--- config.mk ---
export PLATFORM = sky130hd
export DESIGN_NAME = life_generation_stream
export DESIGN_NICKNAME = d
export VERILOG_FILES = /design/src/design/lge_pkg.sv /design/src/design/lge_ram.sv /design/src/design/lge_cell.sv /design/src/design/life_generation_stream.sv
export VERILOG_INCLUDE_DIRS = /design/src /design/src/design
export SDC_FILE = /design/constraint.sdc
export NUM_CORES = 2
export LEC_CHECK = 0
export BUFFER_PORTS_ARGS = -buffer_cell sky130_fd_sc_hd__buf_2
export CORE_MARGIN = 3
export CORE_UTILIZATION = 35
export DETAILED_ROUTE_END_ITERATION = 12
export MAX_ROUTING_LAYER = met4
export PLACE_DENSITY = 0.55
export SYNTH_ARGS = -nofsm -noshare
export SYNTH_HDL_FRONTEND = slang
export SYNTH_SLANG_ARGS = --single-unit
--- constraint.sdc ---
create_clock -name clk -period 36 [get_ports clk]
set_input_delay 5.4 -clock clk [delete_from_list [all_inputs] [get_ports clk]]
set_output_delay 5.4 -clock clk [all_outputs]
set_load 0.01 [all_outputs]
--- src/design/life_generation_stream_defines.svh ---
// ----------------------------------------------------------------------------
// Life generation stream: assertion macros
// Shared property wrappers clocked on clk with reset rst_n.
// ----------------------------------------------------------------------------
`ifndef LIFE_GENERATION_STREAM_DEFINES_SVH
`define LIFE_GENERATION_STREAM_DEFINES_SVH

// Same-cycle implication, disabled while in reset
`define LGE_ASSERT(label, ante, cons) \
    label: assert property (@(posedge clk) disable iff (!rst_n) (ante) |-> (cons)) \
        else $error("life_generation_stream: same-cycle check failed");

// Next-cycle implication, disabled while in reset
`define LGE_ASSERT_NEXT(label, ante, cons) \
    label: assert property (@(posedge clk) disable iff (!rst_n) (ante) |=> (cons)) \
        else $error("life_generation_stream: next-cycle check failed");

`endif

--- src/design/lge_pkg.sv ---
// ----------------------------------------------------------------------------
// Life generation stream: package
// Sizes, register indexes, window types and the B3/S23 rule.
// ----------------------------------------------------------------------------
package lge_pkg;

    localparam int MAX_WIDTH  = 1024;
    localparam int COL_W      = $clog2(MAX_WIDTH);
    localparam int EFF_W_W    = $clog2(MAX_WIDTH + 1);
    localparam int WIDTH_W    = 11;
    localparam int HEIGHT_W   = 13;
    localparam int ROW_W      = HEIGHT_W + 1;
    localparam int CFG_DATA_W = 13;
    localparam int CFG_IDX_W  = 1;
    localparam int COUNT_W    = 4;
    localparam int COL_BITS   = 3;
    localparam int LINE_BITS  = 2;
    localparam int WIN_CELLS  = 2;
    localparam int CMP_W      = (WIDTH_W > EFF_W_W) ? WIDTH_W : EFF_W_W;

    localparam logic [CFG_IDX_W-1:0] REG_BOARD_WIDTH  = CFG_IDX_W'(0);
    localparam logic [CFG_IDX_W-1:0] REG_BOARD_HEIGHT = CFG_IDX_W'(1);

    localparam logic [WIDTH_W-1:0]  RESET_WIDTH  = WIDTH_W'(64);
    localparam logic [HEIGHT_W-1:0] RESET_HEIGHT = HEIGHT_W'(64);

    // One window column: bit 0 upper row, bit 1 middle row, bit 2 lower row
    typedef logic [COL_BITS-1:0] column_t;

    typedef struct packed {
        logic shift;
        logic clear;
        logic kill;
    } cell_ctrl_t;

    function automatic logic [EFF_W_W-1:0] eff_width(input logic [WIDTH_W-1:0] raw);
        logic [CMP_W-1:0]   ext;
        logic [EFF_W_W-1:0] res;
        ext = CMP_W'(raw);
        if (raw == '0)
        begin
            res = EFF_W_W'(1);
        end
        else if (ext > CMP_W'(MAX_WIDTH))
        begin
            res = EFF_W_W'(MAX_WIDTH);
        end
        else
        begin
            res = EFF_W_W'(raw);
        end
        return res;
    endfunction

    function automatic logic [HEIGHT_W-1:0] eff_height(input logic [HEIGHT_W-1:0] raw);
        return (raw == '0) ? HEIGHT_W'(1) : raw;
    endfunction

    // Live cells of the 3x3 window, centre excluded
    function automatic logic [COUNT_W-1:0] count_live(input logic [8:0] view);
        logic [COUNT_W-1:0] n;
        n = '0;
        for (int b = 0; b < 9; b++)
        begin
            if (b != 4)
            begin
                n = n + COUNT_W'(view[b]);
            end
        end
        return n;
    endfunction

    function automatic logic next_state(input logic centre, input logic [COUNT_W-1:0] n);
        return (n == COUNT_W'(3)) || (centre && (n == COUNT_W'(2)));
    endfunction

endpackage

--- src/design/lge_ram.sv ---
// ----------------------------------------------------------------------------
// Life generation stream: generic RAM
// One write port, one read port with registered read data.
// ----------------------------------------------------------------------------
module lge_ram #(
    parameter int WIDTH = 2,
    parameter int DEPTH = 1024
) (
    input  logic                     clk,
    input  logic                     wr_en,
    input  logic [$clog2(DEPTH)-1:0] wr_addr,
    input  logic [WIDTH-1:0]         wr_data,
    input  logic                     rd_en,
    input  logic [$clog2(DEPTH)-1:0] rd_addr,
    output logic [WIDTH-1:0]         rd_data
);

    logic [WIDTH-1:0] mem [DEPTH];
    logic [WIDTH-1:0] rd_data_reg;

    always_ff @(posedge clk)
    begin
        if (wr_en)
        begin
            mem[wr_addr] <= wr_data;
        end
        if (rd_en)
        begin
            rd_data_reg <= mem[rd_addr];
        end
    end

    assign rd_data = rd_data_reg;

endmodule

--- src/design/lge_cell.sv ---
// ----------------------------------------------------------------------------
// Life generation stream: window cell
// Holds one three-row column of the window and passes it on each shift.
// ----------------------------------------------------------------------------
module lge_cell (
    input  logic                clk,
    input  logic                rst_n,
    input  lge_pkg::cell_ctrl_t ctrl,
    input  lge_pkg::column_t    d_in,
    output lge_pkg::column_t    q
);

    lge_pkg::column_t col_reg;
    lge_pkg::column_t col_next;

    always_comb
    begin
        col_next = col_reg;
        if (ctrl.clear)
        begin
            col_next = '0;
        end
        else if (ctrl.shift)
        begin
            // drop the incoming column at a row start
            col_next = ctrl.kill ? lge_pkg::column_t'(0) : d_in;
        end
    end

    always_ff @(posedge clk or negedge rst_n)
    begin
        if (!rst_n)
        begin
            col_reg <= '0;
        end
        else
        begin
            col_reg <= col_next;
        end
    end

    assign q = col_reg;

endmodule

--- src/design/life_generation_stream.sv ---
// Result path: a cell's result passes through the read stage and then the output register once the
//   item that lies one row plus one column behind it is transferred (padding tail included).
// Throughput: one item per cycle while results are taken; a held result stalls
//   the input once the read stage and the output register are both full.
// Reset: counters, window and handshake clear; width and height return to 64.
//   The line RAM is not cleared: the row counter masks every unwritten entry.
// ----------------------------------------------------------------------------
// Life generation stream: top level
// One B3/S23 generation over a raster-order board, one cell per transfer.
// ----------------------------------------------------------------------------
`include "life_generation_stream_defines.svh"

module life_generation_stream (
    input  logic                                clk,
    input  logic                                rst_n,
    input  logic                                cfg_wr_en,
    input  logic [lge_pkg::CFG_IDX_W-1:0]       cfg_index,
    input  logic [lge_pkg::CFG_DATA_W-1:0]      cfg_data,
    input  logic                                in_valid,
    output logic                                in_ready,
    input  logic                                cur_alive,
    output logic                                out_valid,
    input  logic                                out_ready,
    output logic                                next_alive,
    output logic [lge_pkg::COUNT_W-1:0]         live_neighbours,
    output logic                                last_cell
);

    // Board size
    logic [lge_pkg::EFF_W_W-1:0]  width_eff_reg;
    logic [lge_pkg::HEIGHT_W-1:0] height_eff_reg;

    // Raster counters
    logic [lge_pkg::COL_W-1:0]    col_reg;
    logic [lge_pkg::COL_W-1:0]    col_next;
    logic [lge_pkg::ROW_W-1:0]    row_reg;
    logic [lge_pkg::ROW_W-1:0]    row_next;

    // Read stage
    logic                         s1_valid_reg;
    logic                         s1_bot_reg;
    logic                         s1_mid_en_reg;
    logic                         s1_top_en_reg;
    logic                         s1_czero_reg;
    logic                         s1_res_reg;
    logic                         s1_last_reg;
    logic [lge_pkg::COL_W-1:0]    s1_addr_reg;
    logic                         s1_byp_reg;
    logic [lge_pkg::LINE_BITS-1:0] s1_byp_data_reg;

    // Output register
    logic                         out_valid_reg;
    logic                         next_alive_reg;
    logic [lge_pkg::COUNT_W-1:0]  live_neighbours_reg;
    logic                         last_cell_reg;

    logic                         in_fire;
    logic                         s2_fire;
    logic [lge_pkg::EFF_W_W-1:0]  col_plus_one;
    logic [lge_pkg::ROW_W-1:0]    height_plus_one;
    logic                         in_czero;
    logic                         in_last;
    logic                         in_bot;

    logic [lge_pkg::LINE_BITS-1:0] ram_rd_data;
    logic [lge_pkg::LINE_BITS-1:0] line_rd;
    logic [lge_pkg::LINE_BITS-1:0] line_wr;
    logic                         s2_mid;
    logic                         s2_top;
    lge_pkg::column_t             s2_col;
    lge_pkg::column_t             cell_q [lge_pkg::WIN_CELLS];
    logic [8:0]                   view;
    logic [lge_pkg::COUNT_W-1:0]  view_count;

    // ------------------------------------------------------------------
    // Handshake
    // ------------------------------------------------------------------
    assign s2_fire  = s1_valid_reg && (!out_valid_reg || out_ready);
    assign in_ready = !s1_valid_reg || s2_fire;
    assign in_fire  = in_valid && in_ready;

    // ------------------------------------------------------------------
    // Configuration
    // ------------------------------------------------------------------
    always_ff @(posedge clk or negedge rst_n)
    begin
        if (!rst_n)
        begin
            width_eff_reg  <= lge_pkg::eff_width(lge_pkg::RESET_WIDTH);
            height_eff_reg <= lge_pkg::eff_height(lge_pkg::RESET_HEIGHT);
        end
        else if (cfg_wr_en)
        begin
            case (cfg_index)
                lge_pkg::REG_BOARD_WIDTH:
                begin
                    width_eff_reg <= lge_pkg::eff_width(cfg_data[lge_pkg::WIDTH_W-1:0]);
                end
                lge_pkg::REG_BOARD_HEIGHT:
                begin
                    height_eff_reg <= lge_pkg::eff_height(cfg_data[lge_pkg::HEIGHT_W-1:0]);
                end
                default:
                begin
                end
            endcase
        end
    end

    // ------------------------------------------------------------------
    // Raster position of the incoming item
    // ------------------------------------------------------------------
    assign col_plus_one    = lge_pkg::EFF_W_W'(col_reg) + lge_pkg::EFF_W_W'(1);
    assign height_plus_one = lge_pkg::ROW_W'(height_eff_reg) + lge_pkg::ROW_W'(1);
    assign in_czero        = (col_reg == '0);
    assign in_last         = in_czero && (row_reg == height_plus_one);
    // padding rows read as dead
    assign in_bot          = (row_reg < lge_pkg::ROW_W'(height_eff_reg)) && cur_alive;

    always_comb
    begin
        col_next = col_reg;
        row_next = row_reg;
        if (cfg_wr_en)
        begin
            col_next = '0;
            row_next = '0;
        end
        else if (in_fire)
        begin
            if (in_last)
            begin
                col_next = '0;
                row_next = '0;
            end
            else if (col_plus_one >= width_eff_reg)
            begin
                col_next = '0;
                row_next = row_reg + lge_pkg::ROW_W'(1);
            end
            else
            begin
                col_next = col_plus_one[lge_pkg::COL_W-1:0];
            end
        end
    end

    always_ff @(posedge clk or negedge rst_n)
    begin
        if (!rst_n)
        begin
            col_reg <= '0;
            row_reg <= '0;
        end
        else
        begin
            col_reg <= col_next;
            row_reg <= row_next;
        end
    end

    // ------------------------------------------------------------------
    // Read stage: issue the line read, hold the item's flags
    // ------------------------------------------------------------------
    always_ff @(posedge clk or negedge rst_n)
    begin
        if (!rst_n)
        begin
            s1_valid_reg <= 1'b0;
        end
        else if (in_fire)
        begin
            s1_valid_reg <= 1'b1;
        end
        else if (s2_fire)
        begin
            s1_valid_reg <= 1'b0;
        end
    end

    always_ff @(posedge clk)
    begin
        if (in_fire)
        begin
            s1_bot_reg      <= in_bot;
            s1_mid_en_reg   <= (row_reg >= lge_pkg::ROW_W'(1));
            s1_top_en_reg   <= (row_reg >= lge_pkg::ROW_W'(2));
            s1_czero_reg    <= in_czero;
            s1_res_reg      <= in_czero ? (row_reg >= lge_pkg::ROW_W'(2))
                                        : (row_reg >= lge_pkg::ROW_W'(1));
            s1_last_reg     <= in_last;
            s1_addr_reg     <= col_reg;
            // forward a write to the same entry landing on this edge
            s1_byp_reg      <= s2_fire && (s1_addr_reg == col_reg);
            s1_byp_data_reg <= line_wr;
        end
    end

    lge_ram #(
        .WIDTH (lge_pkg::LINE_BITS),
        .DEPTH (lge_pkg::MAX_WIDTH)
    ) u_line_ram (
        .clk     (clk),
        .wr_en   (s2_fire),
        .wr_addr (s1_addr_reg),
        .wr_data (line_wr),
        .rd_en   (in_fire),
        .rd_addr (col_reg),
        .rd_data (ram_rd_data)
    );

    // ------------------------------------------------------------------
    // Window stage: bit 1 of a line entry is the upper row, bit 0 the middle
    // ------------------------------------------------------------------
    assign line_rd = s1_byp_reg ? s1_byp_data_reg : ram_rd_data;
    assign s2_mid  = s1_mid_en_reg && line_rd[0];
    assign s2_top  = s1_top_en_reg && line_rd[1];
    assign s2_col  = {s1_bot_reg, s2_mid, s2_top};
    assign line_wr = {s2_mid, s1_bot_reg};

    generate
        for (genvar i = 0; i < lge_pkg::WIN_CELLS; i++)
        begin : g_cell
            lge_pkg::cell_ctrl_t ctrl;
            lge_pkg::column_t    d_in;

            assign ctrl.shift = s2_fire;
            assign ctrl.clear = cfg_wr_en;
            if (i == lge_pkg::WIN_CELLS - 1)
            begin : g_head
                assign ctrl.kill = 1'b0;
                assign d_in      = s2_col;
            end
            else
            begin : g_body
                assign ctrl.kill = s1_czero_reg;
                assign d_in      = cell_q[i+1];
            end

            lge_cell u_cell (
                .clk   (clk),
                .rst_n (rst_n),
                .ctrl  (ctrl),
                .d_in  (d_in),
                .q     (cell_q[i])
            );
        end
    endgenerate

    // At a row start the right column lies off the board
    assign view       = {(s1_czero_reg ? lge_pkg::column_t'(0) : s2_col), cell_q[1], cell_q[0]};
    assign view_count = lge_pkg::count_live(view);

    // ------------------------------------------------------------------
    // Output register
    // ------------------------------------------------------------------
    always_ff @(posedge clk or negedge rst_n)
    begin
        if (!rst_n)
        begin
            out_valid_reg <= 1'b0;
        end
        else if (s2_fire)
        begin
            out_valid_reg <= s1_res_reg;
        end
        else if (out_ready)
        begin
            out_valid_reg <= 1'b0;
        end
    end

    always_ff @(posedge clk)
    begin
        if (s2_fire && s1_res_reg)
        begin
            next_alive_reg      <= lge_pkg::next_state(view[4], view_count);
            live_neighbours_reg <= view_count;
            last_cell_reg       <= s1_last_reg;
        end
    end

    assign out_valid       = out_valid_reg;
    assign next_alive      = next_alive_reg;
    assign live_neighbours = live_neighbours_reg;
    assign last_cell       = last_cell_reg;

    // ------------------------------------------------------------------
    // Assertions
    // ------------------------------------------------------------------
    `LGE_ASSERT(a_col_in_board, 1'b1, lge_pkg::EFF_W_W'(col_reg) < width_eff_reg)
    `LGE_ASSERT(a_row_in_frame, 1'b1, row_reg <= height_plus_one)
    `LGE_ASSERT_NEXT(a_restart_after_last, in_fire && in_last, (col_reg == '0) && (row_reg == '0))
    `LGE_ASSERT(a_count_range, out_valid_reg, live_neighbours_reg <= lge_pkg::COUNT_W'(8))

endmodule
==> reports/summary.txt <==
Setup repair after global routing missed its margin -> no
First-pass GRT wire length -> 348.6 mm
Global-route total usage across every layer -> 0.1934
Final weighted congestion in routability-driven placement -> 0.7990
Post-cts sizing count -> 0
Flop pwr share -> 0.499
Critical path launch point type -> input port
Cell with the biggest individual delay on the critical path -> nand3b_1
Main combinational cell family by area after synthesis -> multiplexers
EDFF count, synth -> 2075
Number of flip-flops under the largest register name -> 2048
Area growth, synth to finish -> 13.17%
Final count of negative-setup-slack endpoints -> 0
Critical path fanouts, max -> 3
Average vias per placed instance -> 5.578
Data required time at the worst endpoint -> 30.60 ns
Post-CTS setup buffer count -> 0
PortBufs -> 27
Transition time at the pin with the least slew margin -> 1.247 ns
Clock H-tree levels -> 4
CTS Root Cell -> clkbuf_16
Path class of the lowest-slack min-delay path -> register to register
Type of the worst setup path -> input port to primary output
Share of async-settable or async-resettable flops after synthesis -> 0.02628
Library cell appearing most often on the critical path -> buf_2
Clock group share of total power -> 0.427
Sum of routed wire length over all layers -> 243.8 mm
Site Rows -> 183
Maximum root-to-sink buffer count -> 3
Portion of the clock cycle consumed by the worst path in the final layout -> 0.3129
Number of fill cells in the layout -> 22500
Reported net switching power -> 1241 uW
Number of buffers added by the clock tree synthesis step -> 220
DRC violations left -> 0
Maximum vdd drop -> 0.04597 mV
First-pass iteration count of the detailed router -> 6
Synthesized net count -> 5003
Sequential fraction of the synthesis area -> 0.7273
CP Capture Type -> primary output
Max-slew violation total from the final report -> 0
Proportion of synthesized area in mux cells -> 0.1500
Layout Nets -> 4968
Critical path data arrival time -> 5.86 ns
Hold buffer count at cts -> 0
Overall die height -> 506.3 um
Routed via count -> 47100
Count of different cell masters after synthesis -> 60
Portion of total power attributed to combinational logic -> 0.075
Placeable core region -> 0.2489 mm2
Overall power -> 5548 uW
Later-pin clock latency in the skew report -> 0.88 ns
Synthesized netlist cell count -> 4945
Switching Fraction -> 0.2237
Die Footprint -> 0.2563 mm2
Share of cells above drive strength 1 -> 0.2222
Yosys reg bits -> 2131
Max_slew headroom -> 0.1665
Antenna violations before repair -> 10
Synthesized cell area -> 0.08760 mm2
Parity-gate share of the synthesized area counting xor and xnor cells -> 0.003099
Achievable clock frequency -> 88.77 MHz
Clock period minus worst slack -> 11.26 ns
Power per cell area -> 55.96 mW/mm2
Share of synthesized cell area in full adder, half adder and majority cells -> 0.005885
Post-route ant nets -> 0
Cell-internal power -> 4307 uW
Top-level port count -> 28
Setup Skew -> 0.06848 ns
Synth Warn # -> 0
Setup TNS after final layout -> 0 ns
Pin count of the biggest net entering global routing -> 233
Leakage power -> 0.02962 uW
Overflow left after global routing -> 0
Worst path max stage delay -> 0.19 ns
Max-cap viol count -> 0
Total clock sinks -> 2131
CTS tree -> done
Synth Flop Type -> edfxtp_1
Number of global-route vias before repair -> 47660
Average wire per cell in the routed design -> 28.87 um
Number of buffers and inverters on the critical path -> 2
Die W -> 506.3 um
Hold violation total from the final report -> 0
Critical path's top delay family -> buffers and inverters
Synthesized area divided by synthesized cell count -> 17.72 um2
Critical-path cell list -> buf_2, nand3b_1, buf_2
Clock-pin slew on the worst setup and hold paths -> 0.06 ns
DR iter-0 viols -> 5685
DPL Wire Length -> 128.3 mm
Run status -> completed
Starting utilization of the core area -> 0.3520
Fraction of the mapped netlist area in compound gates -> 0.02667
Area share of and/or/nand/nor cells after synthesis -> 0.06483
-- layer usage --
layer	global-route usage	part of all wire	wire, um	vias to the layer above
met1	0.2690	0.42	103000	25330
met4	0.04714	0.024	5963	0
met5	-	0	0	-
met2	0.2991	0.47	115800	1970
met3	0.03082	0.078	18980	371
li1	-	-	-	19430
-- synthesized netlist by cell type, types with 12 or more instances --
cell type / number / area [um2]
a21oi_1: 65 / 325.3
a221oi_1: 35 / 306.5
a22o_1: 39 / 341.6
a22oi_1: 78 / 585.6
and3_1: 12 / 75.07
buf_1: 56 / 210.2
buf_2: 49 / 245.2
buf_4: 24 / 180.2
buf_6: 17 / 191.4
clkbuf_1: 255 / 957.2
dfrtp_1: 54 / 1351
edfxtp_1: 2075 / 62310
ha_1: 34 / 425.4
inv_1: 42 / 157.7
mux2_2: 15 / 168.9
mux4_2: 571 / 12860
nand2_1: 119 / 446.7
nand2b_1: 19 / 118.9
nand3_1: 54 / 270.3
nand4_1: 14 / 87.58
nor2_1: 1060 / 3979
nor2b_1: 15 / 93.84
nor3_1: 21 / 105.1
nor4_1: 14 / 87.58
o21ai_0: 18 / 90.09
o22ai_1: 15 / 93.84
xnor2_1: 17 / 148.9
xor2_1: 14 / 122.6
-- cell type report --
class | count | area [um2] | share of cell area
multi-input cells | 2370 | 22390 | 0.2259
clock inverters | 163 | 1842 | 0.01858
repair buffers | 145 | 1134 | 0.01143
inverters | 42 | 157.7 | 0.001590
diodes | 6 | 15.01 | 0.0001514
well taps | 3330 | 4167 | 0.04203
clock buffers | 256 | 5704 | 0.05754
flip-flops and latches | 2131 | 63730 | 0.6428
-- power by group through the flow --
stage,registers [uW],clock network [uW],logic (uW)
2_1_floorplan,2890,0,282
3_3_place_gp,2820,0,418
3_5_place_dp,2820,0,421
4_1_cts,2770,2410,422
5_1_grt,2770,2510,445
6_report,2770,2370,414
-- path summary, 6_finish.rpt --
path / startpoint / endpoint / slack [ns] / cells past startpoint
max: out_ready / in_ready / 24.74 / 3
min: s1_last_reg / last_cell / 0.43 / 0
max reg2reg: col_reg[0] / u_line_ram.rd_data[0] / 29.35 / 12
min reg2reg: s1_last_reg / last_cell / 0.43 / 0
max in group asynchronous: rst_n / col_reg[3] / 30.72 / 2
min in group asynchronous: rst_n / g_cell[0].u_cell.q[1] / 4.72 / 2
-- logic make-up (layout without fill, tap and decap cells) --
family                     after synthesis  in the layout
DFF                                   2131           2131
AOI/OAI and AO/OA                      318            318
xor gates and xnor gates                31             31
muxes                                  597            597
adders and majority gates               39             39
buffers and inverters                  444            606
and+or+nand+nor                       1385           1385
other                                    0              6
-- placed cells by master, fill, tap and decap left out, types with 35 or more instances in the layout --
cell	count
dfrtp_1	50
mux4_2	571
a21oi_1	65
nand2_1	112
clkbuf_16	223
edfxtp_1	2075
bufinv_16	35
clkinv_2	43
inv_1	42
nor2_1	1056
a22o_1	39
a221oi_1	35
buf_4	109
clkinv_1	60
a22oi_1	78
-- metrics by stage --
stage          setup slack (ns)  hold WS [ns]  instances  instance area, um2  utilization
6_report                  24.74        0.4321       8443               99140       0.3983
5_1_grt                   24.71        0.4414       8438               99130       0.3983
4_1_cts                   24.73        0.4332       8437               99130       0.3983
3_5_place_dp              24.74        0.4188       8018               91580       0.3680
3_3_place_gp              24.72        0.4119       8018               91580       0.3680
2_1_floorplan             5.190        0.4003       4945               87600            -
(Power assumes the default switching activity.)
